File: src/hdl/gb3_pkg.sv
// ----------------------------------------------------------------------------
// gb3_pkg
// shared types and constants of the 3x3 gaussian blur stream
// ----------------------------------------------------------------------------
`default_nettype none

package gb3_pkg;

  localparam int unsigned PixW     = 8;
  localparam int unsigned ResW     = 12;
  localparam int unsigned CfgDataW = 11;

  typedef logic [PixW-1:0]     pixel_t;
  typedef logic [ResW-1:0]     result_t;
  typedef logic [CfgDataW-1:0] cfg_data_t;

  // configuration register map
  typedef enum logic [0:0] {
    REG_IMAGE_WIDTH  = 1'b0,
    REG_IMAGE_HEIGHT = 1'b1
  } cfg_idx_e;

  localparam cfg_data_t WidthReset  = 11'd640;
  localparam cfg_data_t HeightReset = 11'd480;

  // which results one pixel causes, in delivery order: inner/main result,
  // right border zero, bottom row zero, end-of-frame zero
  typedef struct packed {
    logic eof_en;
    logic bottom_en;
    logic right_en;
    logic main_en;
    logic border;
  } res_plan_t;

endpackage

`default_nettype wire

File: src/hdl/gb3_window.sv
// ----------------------------------------------------------------------------
// gb3_window
// two previous columns of the active rows and the weighted kernel sum
// ----------------------------------------------------------------------------
`default_nettype none

module gb3_window (
  input  wire              clk_i,
  input  wire              rst_ni,
  input  wire              shift_en_i,
  input  wire  gb3_pkg::pixel_t top_i,
  input  wire  gb3_pkg::pixel_t mid_i,
  input  wire  gb3_pkg::pixel_t bot_i,
  output gb3_pkg::result_t sum_o
);
  import gb3_pkg::*;

  // [0..2] column c-2, [3..5] column c-1; top, mid, bottom
  pixel_t win_q [6];
  pixel_t win_d [6];

  always_comb begin
    win_d[0] = win_q[3];
    win_d[1] = win_q[4];
    win_d[2] = win_q[5];
    win_d[3] = top_i;
    win_d[4] = mid_i;
    win_d[5] = bot_i;
  end

  always_ff @(posedge clk_i or negedge rst_ni) begin
    if (!rst_ni) begin
      for (int i = 0; i < 6; i++) win_q[i] <= '0;
    end else if (shift_en_i) begin
      for (int i = 0; i < 6; i++) win_q[i] <= win_d[i];
    end
  end

  result_t col_old;
  result_t col_prev;
  result_t col_new;

  always_comb begin
    col_old  = ResW'(win_q[0]) + (ResW'(win_q[1]) << 1) + ResW'(win_q[2]);
    col_prev = ResW'(win_q[3]) + (ResW'(win_q[4]) << 1) + ResW'(win_q[5]);
    col_new  = ResW'(top_i) + (ResW'(mid_i) << 1) + ResW'(bot_i);
    sum_o    = col_old + (col_prev << 1) + col_new;
  end

endmodule

`default_nettype wire

File: config.mk
export PLATFORM = sky130hd
export DESIGN_NAME = gb3_window
export DESIGN_NICKNAME = d
export VERILOG_FILES = /design/src/hdl/gb3_pkg.sv /design/src/hdl/gb3_window.sv
export SDC_FILE = /design/constraint.sdc
export NUM_CORES = 1
export LEC_CHECK = 0
export BUFFER_PORTS_ARGS = -buffer_cell sky130_fd_sc_hd__buf_4
export CAP_MARGIN = 20
export CORE_MARGIN = 4
export CORE_UTILIZATION = 42
export CTS_BUF_LIST = sky130_fd_sc_hd__clkbuf_8
export CTS_CLUSTER_DIAMETER = 50
export DETAILED_ROUTE_END_ITERATION = 16
export PLACE_DENSITY = 0.66
export REMOVE_ABC_BUFFERS = 1
export SETUP_SLACK_MARGIN = 0.05
export SYNTH_ARGS = -nofsm -noshare
export SYNTH_HDL_FRONTEND = slang
export SYNTH_SLANG_ARGS = --single-unit
export TNS_END_PERCENT = 5
File: constraint.sdc
create_clock -name clk_i -period 11.7 [get_ports clk_i]
set_clock_uncertainty 0.1 [all_clocks]
set_input_delay 0.585 -clock clk_i [delete_from_list [all_inputs] [get_ports clk_i]]
set_output_delay 0.585 -clock clk_i [all_outputs]
set_load 0.01 [all_outputs]
==> summary.txt <==
Status
  • Status: completed

Setup path
  • Slowest cell delay on critical path: 0.56 ns
  • Worst R2R Setup Slack: 10.79 ns
  • Max FO, Critical Path: 5
  • Crit path to: sum_o[9]
  • WS Path Type: register to output port
  • Setup crit start: win_d[32]
  • Reg2reg path depth: 1
  • Worst Path Required: 11.02 ns
  • Data arrival, critical path: 5.07 ns
  • Crit-path cells: inv_1 -> fa_1 -> inv_1 -> ha_1 -> fa_1 -> a21o_1 -> a21oi_1 -> xor2_1 -> fa_1 -> fa_1 -> inv_1 -> ha_1 -> and3_1 -> a221o_1 -> a31oi_1 -> xnor2_1 -> buf_4
  • Reg-to-Reg Start: win_d[26]
  • R2r endpoint: win_d[26]
  • Startpoint type of the worst setup path: register
  • Worst path slowest cell: fa_1
  • Most used cell, CP: fa_1
  • Worst setup EP type: output port

Synthesis
  • Commonest cells in the netlist: dfrtp_1, inv_1, mux2_2
  • Synth async-reset ratio: 1.00
  • Top_reg_cell synth: dfrtp_1
  • Yosys reg bits: 48
  • Number of synthesized flops with an enable pin: 0
  • Cell count after synthesis: 314
  • Most numerous cell in the Yosys netlist: dfrtp_1
  • Sequential share of the synthesized area: 0.323
  • Synth top area share: 0.323
  • Largest cells by area after synthesis: dfrtp_1, fa_1, mux2_2
  • Leading area contributor after synthesis: dfrtp_1
  • Synth Warn #: 0
  • Synthesized area: 3720 um^2
  • Number of library cell types mapped by synthesis: 29
  • Synthesized area per cell: 11.9 um^2

Placement
  • Placed inst area: 4120 um^2
  • Post-DP HPWL: 5380 um
  • GP Congestion: 0.892
  • Port buffer count: 38

Timing
  • Rel. slew slack: 0.580
  • WHS: 0.177 ns
  • Worst-margin pin slew: 0.629 ns
  • Final Max Tran Viols: 0
  • RSZ-0062 raised after global routing: false
  • Period utilisation layout: 0.492
  • Fmax: 0.174 GHz
  • Final Hold Violating Endpoints: 0
  • Final setup vio count: 0
  • Period minus WS final: 5.76 ns
  • Final TNS setup: 0 ns

Cells and area
  • Fillers: 812
  • Area added between synthesis and finish: 13.2%
  • Nets: 453
  • Post-layout util: 0.486
  • Fin area: 4210 um^2
  • Share of layout cells above drive strength 1: 0.260
  • # diodes: 0

Drt
  • Routed len/inst: 14.2 um
  • Routed vias: 2369
  • Vias per inst: 5.13
  • DRT antenna net count: 0
  • DRT Pass-1 Iters: 4
  • Drt total wl: 6550 um
  • Initial DRC count: 91
  • DRC: 0

Die
  • Core box area: 8680 um^2
  • Core Rows: 34
  • Height of the die: 102 um
  • I/O pin cnt: 39
  • Full die area: 10400 um^2
  • Die W: 102 um
  • Initial Utilization: 0.429

Clocking
  • Post-CTS setup buffer count: 0
  • CTS HTree Levels: 2
  • Post-CTS resize count: 0
  • CTS Root Cell: clkbuf_8
  • Bufs on Longest Clock Path: 2
  • Post-CTS Hold Buffers: 0
  • Worst-path clk slew: 0.09 ns
  • Clock tree sinks: 48
  • TritonCTS Buffers: 5
  • TritonCTS clock tree: done
  • Worst-Skew Late Latency: 0.30 ns

Global routing
  • Global-route wire length before repair: 11800 um
  • Pin count of the biggest net entering global routing: 55
  • Final global-route overflow total: 0
  • Number of global-route vias before repair: 2543
  • Initial antenna violation count: 0
  • Total track usage: 0.143

Job
  • Max Cap Violations: 0

Min path
  • Worst hold path class: input port to async pin
==> per-stage QoR <==
step           std cells  worst slack, ns
2_1_floorplan        308             6.58
4_1_cts              462             5.94
3_3_place_gp         454             6.26
5_1_grt              462             5.62
6_report             462             5.94
3_5_place_dp         454             6.15
==> area by class of cell <==
type / instances / area (um^2) / share of cell area
multi-input combinational: 213 / 2320 / 0.550
sequential: 48 / 1200 / 0.285
timing repair buffer: 38 / 285 / 0.0677
inverter: 47 / 176 / 0.0419
tap: 108 / 135 / 0.0321
clock buffer: 6 / 82.6 / 0.0196
clock inverter: 2 / 15.0 / 0.00356
==> critical path, delay by kind of cell, from the launching register on <==
| kind | cells | cell delay [ns] |
|---|---|---|
| buffers and inverters | 4 | 0.31 |
| flip-flops | 1 | 0.37 |
| AND/OR/NAND/NOR | 1 | 0.21 |
| XOR/XNOR | 2 | 0.35 |
| adder cells (fa/ha/maj) | 6 | 2.50 |
| AO/OA/AOI/OAI | 4 | 1.04 |
==> registers in the layout, indices dropped and copies added, names as in the netlist <==
name / count
win_d: 24
win_q: 24
==> cell families after synthesis <==
group	after synthesis	share of synthesized area
AOI/OAI and AO/OA	37	0.0733
adders and majority gates	73	0.326
and+or+nand+nor	41	0.0494
xor gates and xnor gates	20	0.0470
buffers and inverters	53	0.0548
muxes	42	0.127
DFF	48	0.323
==> worst min-delay path by stage <==
| stage | startpoint | endpoint | cells after the start | slack [ns] |
|---|---|---|---|---|
| after floorplan | rst_ni | win_d[24] | 0 | 0.19 |
| after detailed placement | win_d[25] | win_q[25] | 1 | 0.39 |
| after CTS | rst_ni | win_d[40] | 1 | 0.22 |
| after global placement | win_d[25] | win_q[25] | 1 | 0.39 |
| after global routing | rst_ni | win_d[40] | 1 | 0.24 |
| final | rst_ni | win_q[40] | 1 | 0.18 |
==> routing by layer <==
metal | up-vias | wire length [um] | global-route usage
li1 | 1121 | - | -
met1 | 1179 | 2860 | 0.185
met2 | 59 | 3320 | 0.247
met3 | 10 | 298 | 0.0280
met4 | 0 | 74 | 0.0333
met5 | - | 0 | 0
==> cells in the final DEF (no fill, tap or decap) <==
| cell | Yosys | routed |
|---|---|---|
| o41ai_1 | 1 | 1 |
| ha_1 | 33 | 33 |
| clkinvlp_4 | 0 | 2 |
| nor3_1 | 4 | 4 |
| a21o_1 | 6 | 6 |
| mux2_2 | 42 | 42 |
| o41a_1 | 2 | 2 |
| inv_1 | 47 | 47 |
| o21bai_1 | 1 | 1 |
| and3_2 | 1 | 1 |
| a21oi_1 | 8 | 8 |
| dfrtp_1 | 48 | 48 |
| nand3_1 | 5 | 5 |
| a31oi_1 | 2 | 2 |
| and2_1 | 1 | 1 |
| nor2_1 | 14 | 14 |
| nand2_1 | 11 | 11 |
| o41ai_2 | 1 | 1 |
| o221ai_2 | 1 | 1 |
| a221o_1 | 2 | 2 |
| nand2b_1 | 2 | 2 |
| o21ai_0 | 8 | 8 |
| o211ai_1 | 4 | 4 |
| fa_1 | 40 | 40 |
| xnor2_1 | 14 | 14 |
| a221oi_2 | 1 | 1 |
| buf_4 | 0 | 38 |
| xor2_1 | 6 | 6 |
| and3_1 | 3 | 3 |
| clkbuf_8 | 0 | 6 |
Power is left out: the tool's default activity adds up to more than one toggle a clock period on the data nets, which glitch-free logic cannot reach.
