===== src/hdl/gb3_pkg.sv =====
// ----------------------------------------------------------------------------
// gb3_pkg
// shared types and constants of the 3x3 gaussian blur stream
// ----------------------------------------------------------------------------
`default_nettype none

package gb3_pkg;

  localparam int unsigned PixW     = 8;
  localparam int unsigned ResW     = 12;
  localparam int unsigned CfgDataW = 11;

  typedef logic [PixW-1:0]     pixel_t;
  typedef logic [ResW-1:0]     result_t;
  typedef logic [CfgDataW-1:0] cfg_data_t;

  // configuration register map
  typedef enum logic [0:0] {
    REG_IMAGE_WIDTH  = 1'b0,
    REG_IMAGE_HEIGHT = 1'b1
  } cfg_idx_e;

  localparam cfg_data_t WidthReset  = 11'd640;
  localparam cfg_data_t HeightReset = 11'd480;

  // which results one pixel causes, in delivery order: inner/main result,
  // right border zero, bottom row zero, end-of-frame zero
  typedef struct packed {
    logic eof_en;
    logic bottom_en;
    logic right_en;
    logic main_en;
    logic border;
  } res_plan_t;

endpackage

`default_nettype wire


===== src/hdl/gb3_stream_if.sv =====
// ----------------------------------------------------------------------------
// gb3 stream interfaces
// valid/ready channels for pixels, results and configuration writes
// ----------------------------------------------------------------------------
`default_nettype none


interface gb3_res_if;
  import gb3_pkg::*;
  logic    valid;
  logic    ready;
  result_t filtered_value;
  logic    last_of_run;
  logic    end_of_frame;
  modport source (output valid, output filtered_value, output last_of_run,
                  output end_of_frame, input ready);
  modport sink   (input valid, input filtered_value, input last_of_run,
                  input end_of_frame, output ready);
endinterface


`default_nettype wire


===== src/hdl/gb3_emitter.sv =====
// ----------------------------------------------------------------------------
// gb3_emitter
// expands one pixel's plan into up to four result words, one per cycle while res_o is ready
// ----------------------------------------------------------------------------
`default_nettype none

module gb3_emitter (
  input  wire                clk_i,
  input  wire                rst_ni,
  input  wire                in_valid_i,
  input  wire  gb3_pkg::res_plan_t in_plan_i,
  input  wire  gb3_pkg::result_t   in_sum_i,
  output logic               in_ready_o,
  gb3_res_if.source          res_o
);
  import gb3_pkg::*;

  logic [3:0] pend_q, pend_d;
  result_t    val_q;
  logic       ovalid_q, ovalid_d;
  result_t    oval_q, oval_d;
  logic       olast_q, olast_d;
  logic       oeof_q, oeof_d;

  logic       out_free;
  logic       pop;
  logic       load;
  logic [3:0] low;
  logic [3:0] rem;
  logic [3:0] pend_after;

  always_comb begin
    out_free   = !ovalid_q || res_o.ready;
    pop        = out_free && (pend_q != 4'b0000);
    low        = pend_q & (~pend_q + 4'd1);
    rem        = pend_q & (pend_q - 4'd1);
    pend_after = pop ? rem : pend_q;
    in_ready_o = (pend_after == 4'b0000);
    load       = in_valid_i && in_ready_o;
    pend_d     = load ? {in_plan_i.eof_en, in_plan_i.bottom_en,
                         in_plan_i.right_en, in_plan_i.main_en} : pend_after;
  end

  always_comb begin
    ovalid_d = ovalid_q;
    oval_d   = oval_q;
    olast_d  = olast_q;
    oeof_d   = oeof_q;
    if (pop) begin
      ovalid_d = 1'b1;
      oval_d   = low[0] ? val_q : '0;
      olast_d  = (rem == 4'b0000);
      oeof_d   = low[3];
    end else if (res_o.ready) begin
      ovalid_d = 1'b0;
    end
  end

  always_ff @(posedge clk_i or negedge rst_ni) begin
    if (!rst_ni) begin
      pend_q   <= '0;
      ovalid_q <= 1'b0;
    end else begin
      pend_q   <= pend_d;
      ovalid_q <= ovalid_d;
    end
  end

  always_ff @(posedge clk_i) begin
    if (load) begin
      val_q <= in_plan_i.border ? '0 : in_sum_i;
    end
    oval_q  <= oval_d;
    olast_q <= olast_d;
    oeof_q  <= oeof_d;
  end

  assign res_o.valid          = ovalid_q;
  assign res_o.filtered_value = oval_q;
  assign res_o.last_of_run    = olast_q;
  assign res_o.end_of_frame   = oeof_q;

endmodule

`default_nettype wire


===== src/flat_wrapper.sv =====
// flat-port wrapper written by rule: the top's interface ports become plain ports
module gb3_emitter_flat import gb3_pkg::*;
  (clk_i, rst_ni, in_valid_i, in_plan_i, in_sum_i, in_ready_o, res_o_valid, res_o_filtered_value, res_o_last_of_run, res_o_end_of_frame, res_o_ready);
  gb3_res_if res_o_i ();
  input  wire clk_i;
  input  wire rst_ni;
  input  wire in_valid_i;
  input  wire  gb3_pkg::res_plan_t in_plan_i;
  input  wire  gb3_pkg::result_t in_sum_i;
  output logic in_ready_o;
  output wire logic [$bits(res_o_i.valid)-1:0] res_o_valid;
  output wire logic [$bits(res_o_i.filtered_value)-1:0] res_o_filtered_value;
  output wire logic [$bits(res_o_i.last_of_run)-1:0] res_o_last_of_run;
  output wire logic [$bits(res_o_i.end_of_frame)-1:0] res_o_end_of_frame;
  input wire logic [$bits(res_o_i.ready)-1:0] res_o_ready;
  assign res_o_valid = res_o_i.valid;
  assign res_o_filtered_value = res_o_i.filtered_value;
  assign res_o_last_of_run = res_o_i.last_of_run;
  assign res_o_end_of_frame = res_o_i.end_of_frame;
  assign res_o_i.ready = res_o_ready;
  gb3_emitter u_core (.clk_i(clk_i), .rst_ni(rst_ni), .in_valid_i(in_valid_i), .in_plan_i(in_plan_i), .in_sum_i(in_sum_i), .in_ready_o(in_ready_o), .res_o(res_o_i));
endmodule

===== config.mk =====
export PLATFORM = sky130hd
export DESIGN_NAME = gb3_emitter_flat
export DESIGN_NICKNAME = d
export VERILOG_FILES = /design/src/hdl/gb3_pkg.sv /design/src/hdl/gb3_stream_if.sv /design/src/hdl/gb3_emitter.sv /design/src/flat_wrapper.sv
export SDC_FILE = /design/constraint.sdc
export NUM_CORES = 1
export LEC_CHECK = 0
export BUFFER_PORTS_ARGS = -buffer_cell sky130_fd_sc_hd__buf_2
export CAP_MARGIN = 20
export CORE_UTILIZATION = 52
export CTS_BUF_LIST = sky130_fd_sc_hd__clkbuf_4
export DETAILED_ROUTE_END_ITERATION = 12
export HOLD_SLACK_MARGIN = 0.05
export PLACE_DENSITY_LB_ADDON = 0.1
export REMOVE_ABC_BUFFERS = 1
export SLEW_MARGIN = 40
export SYNTH_ARGS = -nofsm -noshare
export SYNTH_HDL_FRONTEND = slang
export SYNTH_SLANG_ARGS = --single-unit

===== constraint.sdc =====
create_clock -name clk_i -period 2.25 [get_ports clk_i]
set_input_delay 0.45 -clock clk_i [delete_from_list [all_inputs] [get_ports clk_i]]
set_output_delay 0.45 -clock clk_i [all_outputs]
set_load 0.02 [all_outputs]

==> flow_summary.yaml, run 1 <==
die:
  io-pin-count: 37
  core_um2: 2210
  rows: 17
  start_util: 0.551
  die_w_um: 50.4
  dieArea_um2: 2540
  dieHeight_um: 50.4
drt:
  routed_wl_um: 1830
  vias: 770
  drt_iter0_markers: 18
  drcViolationCount: 0
  vias_per_cell: 4.87
  wl_per_cell_um: 11.6
  ant_nets: 0
  first_pass_iters: 4
final_layout:
  nNetsFinal: 151
  area_growth_pct: 24.1
  drive_gt1_frac: 0.377
  antenna_cells: 0
setup_path:
  worstSetupEndpointType: "primary output"
  r2r_end: "u_core.val_q[7]$_SDFFCE_PP0P_"
  worstPathMaxFanout: 7
  worst_path_largest_cell_delay_ns: 0.49
  crit_chain: "a2111oi_0, a21oi_2, inv_2, buf_2"
  cp-start-kind: "flip-flop"
  critPathKind: "reg2out"
  critical-path-top-delay-family: "compound AO/OA/AOI/OAI gates"
  cpMaxStageDelayCell: "a2111oi_0"
  crit_required_ns: 1.80
  reg2reg_slack_ns: 0.54
  cp_num_buf_inv: 2
  worstReg2RegStart: "u_core.pend_q[0]$_DFF_PN0_"
  arrival_ns: 1.64
  reg2regPathDepth: 4
power:
  combPwrFrac: 0.359
  swShare: 0.363
  power_per_cell_area_nw_per_um2: 1340
  power_mw: 2.03
  p_leak_nw: 0.638
  pwr-share-seq: 0.498
  switching_power_mw: 0.737
  vdd_drop_max_v: 0.000910
  p_clk_frac: 0.144
  intPower_mw: 1.30
synth:
  async_flop_share: 0.161
  ys_ff_latch: 31
  synth-main-ff-cell: "edfxtp_1"
  ys_types: 20
  yosys_warnings: 0
  synthCells: 84
  syn_area_um2: 1220
  synth-edff-count: 26
  yosysSeqAreaShare: 0.743
  syn_area_per_cell_um2: 14.5
run:
  cap_violations: 0
clock_tree:
  numClockSinks: 31
  clock_latency_ns: 0.33
  max-clock-path-buffers: 2
  cts.clk_slew.worst_paths_ns: 0.09
  h-tree-depth: 2
  cts_buffers: 5
  cts_setup_buffers: 0
  root_buffer: "clkbuf_4"
  cts_tree: "yes"
sta:
  report.final.setup_viol: 0
  whs_ns: 0.352
  rsz0062_at_grt: "false"
  slew_headroom: 0.671
  hold_viol_final: 0
  post-route-period-util: 0.927
  worst_slew_pin_slew_ns: 0.481
  fmax_mhz: 479
  skew_ns: 0.00905
  min_period_ns: 2.09
  setup_tns_ns: 0
  slew_viol_final: 0
min_path:
  hold-path-endpoint: "u_core.pend_q[3]$_DFF_PN0_"
  hp-start: "in_plan_i[4]"
  min_path_cells: 3
  min_path_type: "in2reg"
placed_design:
  place_congestion: 0.822
  dp_hpwl_um: 1290
  port_buffers: 36
global_route:
  antenna_found_initial: 0
  grt_usage: 0.170
  grt_use_met1: 0.187
  grt_max_degree: 15
  met2_usage: 0.260
  busiest_layer: "met2"
  use_met3: 0.0848
  grt.overflow.total: 0
  grt_first_pass_wirelength_um: 2900
  grt_pass1_vias: 689
outcome:
  status: "complete, no violations"
stage by stage:
stage	utilization	cell area (um^2)	instances	setup slack, ns
5_1_grt	0.684	1510	158	0.0490
4_1_cts	0.684	1510	158	0.156
3_3_place_gp	0.659	1460	150	0.494
2_1_floorplan	-	1210	82	0.223
3_5_place_dp	0.659	1460	150	0.464
6_report	0.684	1510	158	0.164
cells in the mapped netlist, types with 2 or more instances:
| library cell | n | share of area |
|---|---|---|
| a21oi_1 | 2 | 0.0082 |
| a32o_1 | 2 | 0.016 |
| and2_1 | 12 | 0.062 |
| clkbuf_1 | 2 | 0.0062 |
| dfrtp_1 | 5 | 0.10 |
| edfxtp_1 | 26 | 0.64 |
| inv_1 | 3 | 0.0092 |
| nand2_1 | 2 | 0.0062 |
| nor2_1 | 4 | 0.012 |
| nor2b_1 | 13 | 0.067 |
| o21ai_0 | 3 | 0.012 |
| o31ai_1 | 2 | 0.012 |
worst reg2reg max path, delay by kind of cell (launching register included):
kind / cells / cell delay (ns)
compound gates: 2 / 0.60
buf+inv: 1 / 0.19
flops: 1 / 0.46
simple gates: 1 / 0.18
kinds of logic after synthesis:
family,Yosys count,synth area share
and+or+nand+nor,35,0.169
DFF,31,0.743
AOI/OAI and AO/OA,12,0.0697
buffers and inverters,6,0.0185
power by group through the flow:
| stage | Sequential (mW) | Clock (mW) | Combinational, mW |
|---|---|---|---|
| global route | 1.04 | 0.323 | 0.795 |
| detailed placement | 1.03 | 0 | 0.734 |
| finish | 1.01 | 0.292 | 0.729 |
| floorplan | 1.20 | 0 | 0.289 |
| global placement | 1.02 | 0 | 0.718 |
| CTS | 1.01 | 0.298 | 0.737 |
cells in the final DEF, fill, tap and decap left out, drive strengths merged:
| cell | netlist | layout |
|---|---|---|
| edfxtp | 26 | 26 |
| clkinv | 0 | 2 |
| nor2b | 13 | 13 |
| dlygate4sd3 | 0 | 1 |
| dfrtp | 5 | 5 |
| a21oi | 3 | 3 |
| a2111oi | 1 | 1 |
| inv | 4 | 4 |
| nor4b | 1 | 1 |
| clkbuf | 2 | 5 |
| nor2 | 4 | 4 |
| nand2b | 1 | 1 |
| a21o | 1 | 1 |
| o31ai | 2 | 2 |
| buf | 0 | 40 |
| nand3 | 1 | 1 |
| nand2 | 2 | 2 |
| a32o | 2 | 2 |
| and2 | 12 | 12 |
| o21ai | 3 | 3 |
| or3 | 1 | 1 |
final cells by class:
type | instances | area, um^2
clock buffers | 5 | 37.5
clock inverters | 2 | 8.76
multi-input cells | 47 | 292
repair buffers | 41 | 220
inverters | 4 | 15.0
flip-flops and latches | 31 | 906
fillers | 169 | 698
well taps | 28 | 35.0
worst max-delay path by stage:
| stage | startpoint | to | cells past startpoint |
|---|---|---|---|
| 5_1_grt | u_core.res_o.valid$_DFFE_PN0P_ | in_ready_o | 5 |
| 2_1_floorplan | u_core.res_o.valid$_DFFE_PN0P_ | u_core.val_q[0]$_SDFFCE_PP0P_ | 4 |
| 6_report | u_core.pend_q[0]$_DFF_PN0_ | in_ready_o | 4 |
| 4_1_cts | u_core.pend_q[2]$_DFF_PN0_ | in_ready_o | 4 |
| 3_5_place_dp | res_o_ready | in_ready_o | 6 |
| 3_3_place_gp | res_o_ready | in_ready_o | 6 |
metal layers:
| layer | routed length [um] | vias to the layer above | part of all wire |
|---|---|---|---|
| met4 | 49 | 0 | 0.027 |
| li1 | - | 390 | - |
| met1 | 739 | 347 | 0.40 |
| met3 | 142 | 6 | 0.078 |
| met5 | 0 | - | 0 |
| met2 | 894 | 27 | 0.49 |
registers in the layout, indices dropped and copies added, names as in the netlist:
name                         count
u_core.res_o.last_of_run         1
u_core.res_o.end_of_frame        1
u_core.res_o.filtered_value     12
u_core.pend_q                    4
u_core.res_o.valid               1
u_core.val_q                    12
timing repair:
item                                   in CTS  in global routing
hold buffers                                1                  0
endpoints found under the hold margin       5                  0
resized for setup                           0                  0
No activity file was read; power rests on OpenSTA's default activity.
==> run 2: changes to the inputs <==
Settings changed: CORE_UTILIZATION 52 to 56.
Clock period 2.25 ns to 2.6 ns, I/O delays scaled along.
==> flow_summary.yaml, run 2 (synthesis results as in run 1) <==
outcome:
  status: "complete, no violations"
drt:
  drcViolationCount: 0
  wl_per_cell_um: 12.2
  vias: 793
  vias_per_cell: 5.08
  drt_iter0_markers: 16
  first_pass_iters: 4
  ant_nets: 0
  routed_wl_um: 1900
clock_tree:
  cts_tree: "yes"
  cts.clk_slew.worst_paths_ns: 0.08
  cts_buffers: 5
  cts.repair.resized: 0
  cts_setup_buffers: 0
  numClockSinks: 31
  root_buffer: "clkbuf_4"
  h-tree-depth: 2
  max-clock-path-buffers: 2
  clock_latency_ns: 0.31
final_layout:
  nNetsFinal: 149
  final_cell_mix: "buf_2 (36), edfxtp_1 (26), nor2b_1 (13)"
  area_growth_pct: 23.3
  final_util: 0.751
  drive_gt1_frac: 0.364
  antenna_cells: 0
  final_common_cell: "buf_2"
setup_path:
  cp-start-kind: "flip-flop"
  critPathKind: "reg2out"
  crit_required_ns: 2.08
  arrival_ns: 1.74
  worstSetupEndpointType: "primary output"
  worstPathMaxFanout: 18
sta:
  worst_slew_pin_slew_ns: 0.490
  post-route-period-util: 0.868
  skew_ns: 0.00697
  rsz0062_at_grt: "false"
  hold_viol_final: 0
  slew_headroom: 0.665
  whs_ns: 0.463
  fmax_mhz: 443
  setup_tns_ns: 0
  min_period_ns: 2.26
  report.final.setup_viol: 0
  slew_viol_final: 0
die:
  rows: 16
  dieArea_um2: 2370
  io-pin-count: 37
  dieHeight_um: 48.7
  start_util: 0.609
  die_w_um: 48.7
  core_um2: 2000
global_route:
  grt.overflow.total: 0
  grt_first_pass_wirelength_um: 3170
  grt_pass1_vias: 738
  grt_usage: 0.189
  grt_max_degree: 19
  antenna_found_initial: 0
placed_design:
  dp_hpwl_um: 1410
  place_congestion: 0.893
  port_buffers: 36
run:
  cap_violations: 0
power:
  vdd_drop_max_v: 0.000825
  power_mw: 1.75
  power_per_cell_area_nw_per_um2: 1160
  p_leak_nw: 0.630
min_path:
  min_path_type: "in2reg"
-- run 2: cell count changes in the layout (fill, tap and decap cells not counted), sizes merged --
cell,previous run,this run
clkbuf,5,6
buf,40,38
-- run 2: final timing paths --
| kind | from | to | slack (ns) | cells past startpoint |
|---|---|---|---|---|
| worst max register to register | u_core.pend_q[0]$_DFF_PN0_ | u_core.val_q[8]$_SDFFCE_PP0P_ | 0.78 | 4 |
| max in group asynchronous | rst_ni | u_core.pend_q[0]$_DFF_PN0_ | 1.87 | 2 |
| worst min-delay path | in_plan_i[2] | u_core.pend_q[1]$_DFF_PN0_ | 0.46 | 3 |
| min in group asynchronous | rst_ni | u_core.res_o.valid$_DFFE_PN0P_ | 0.59 | 2 |
| worst max-delay path | u_core.pend_q[0]$_DFF_PN0_ | in_ready_o | 0.34 | 4 |
| worst min register to register | u_core.val_q[7]$_SDFFCE_PP0P_ | u_core.res_o.filtered_value[7]$_SDFFCE_PN0P_ | 0.53 | 1 |
-- run 2: routing by layer --
metal | vias up | global-route usage | routed length [um]
met1 | 371 | 0.228 | 811
met4 | 0 | 0.0931 | 22
met2 | 34 | 0.296 | 952
met3 | 2 | 0.0723 | 113
met5 | - | 0 | 0
li1 | 386 | - | -
-- run 2: repair_timing --
action                     in CTS  in global routing
hold endpoints to repair        5                  0
setup endpoints to repair       0                  0
hold buffers                    1                  0
-- run 2: metrics by stage --
stage / area (um^2) / cells / setup slack [ns]
after floorplan: 1210 / 82 / 0.573
after global placement: 1440 / 147 / 0.700
after detailed placement: 1440 / 147 / 0.642
after CTS: 1500 / 156 / 0.305
after global routing: 1500 / 156 / 0.170
final: 1500 / 156 / 0.343
-- run 2: area by class of cell --
class | instances | area (um^2)
Clock buffer | 6 | 45.0
Clock inverter | 2 | 7.51
Fill cell | 143 | 498
Inverter | 4 | 15.0
Multi-Input combinational cell | 47 | 292
Sequential cell | 31 | 906
Tap cell | 27 | 33.8
Timing Repair Buffer | 39 | 205
-- run 2: report_power, final --
part	internal [mW]	switching, mW
clock	0.110	0.140
combinational	0.211	0.387
sequential	0.797	0.102
total	1.12	0.629
-- run 2: critical path, cell delays in order (launching register included) --
cell       delay (ns)
dfrtp_1          0.54
a2111oi_0        0.53
a21oi_2          0.11
inv_2            0.09
buf_2            0.16
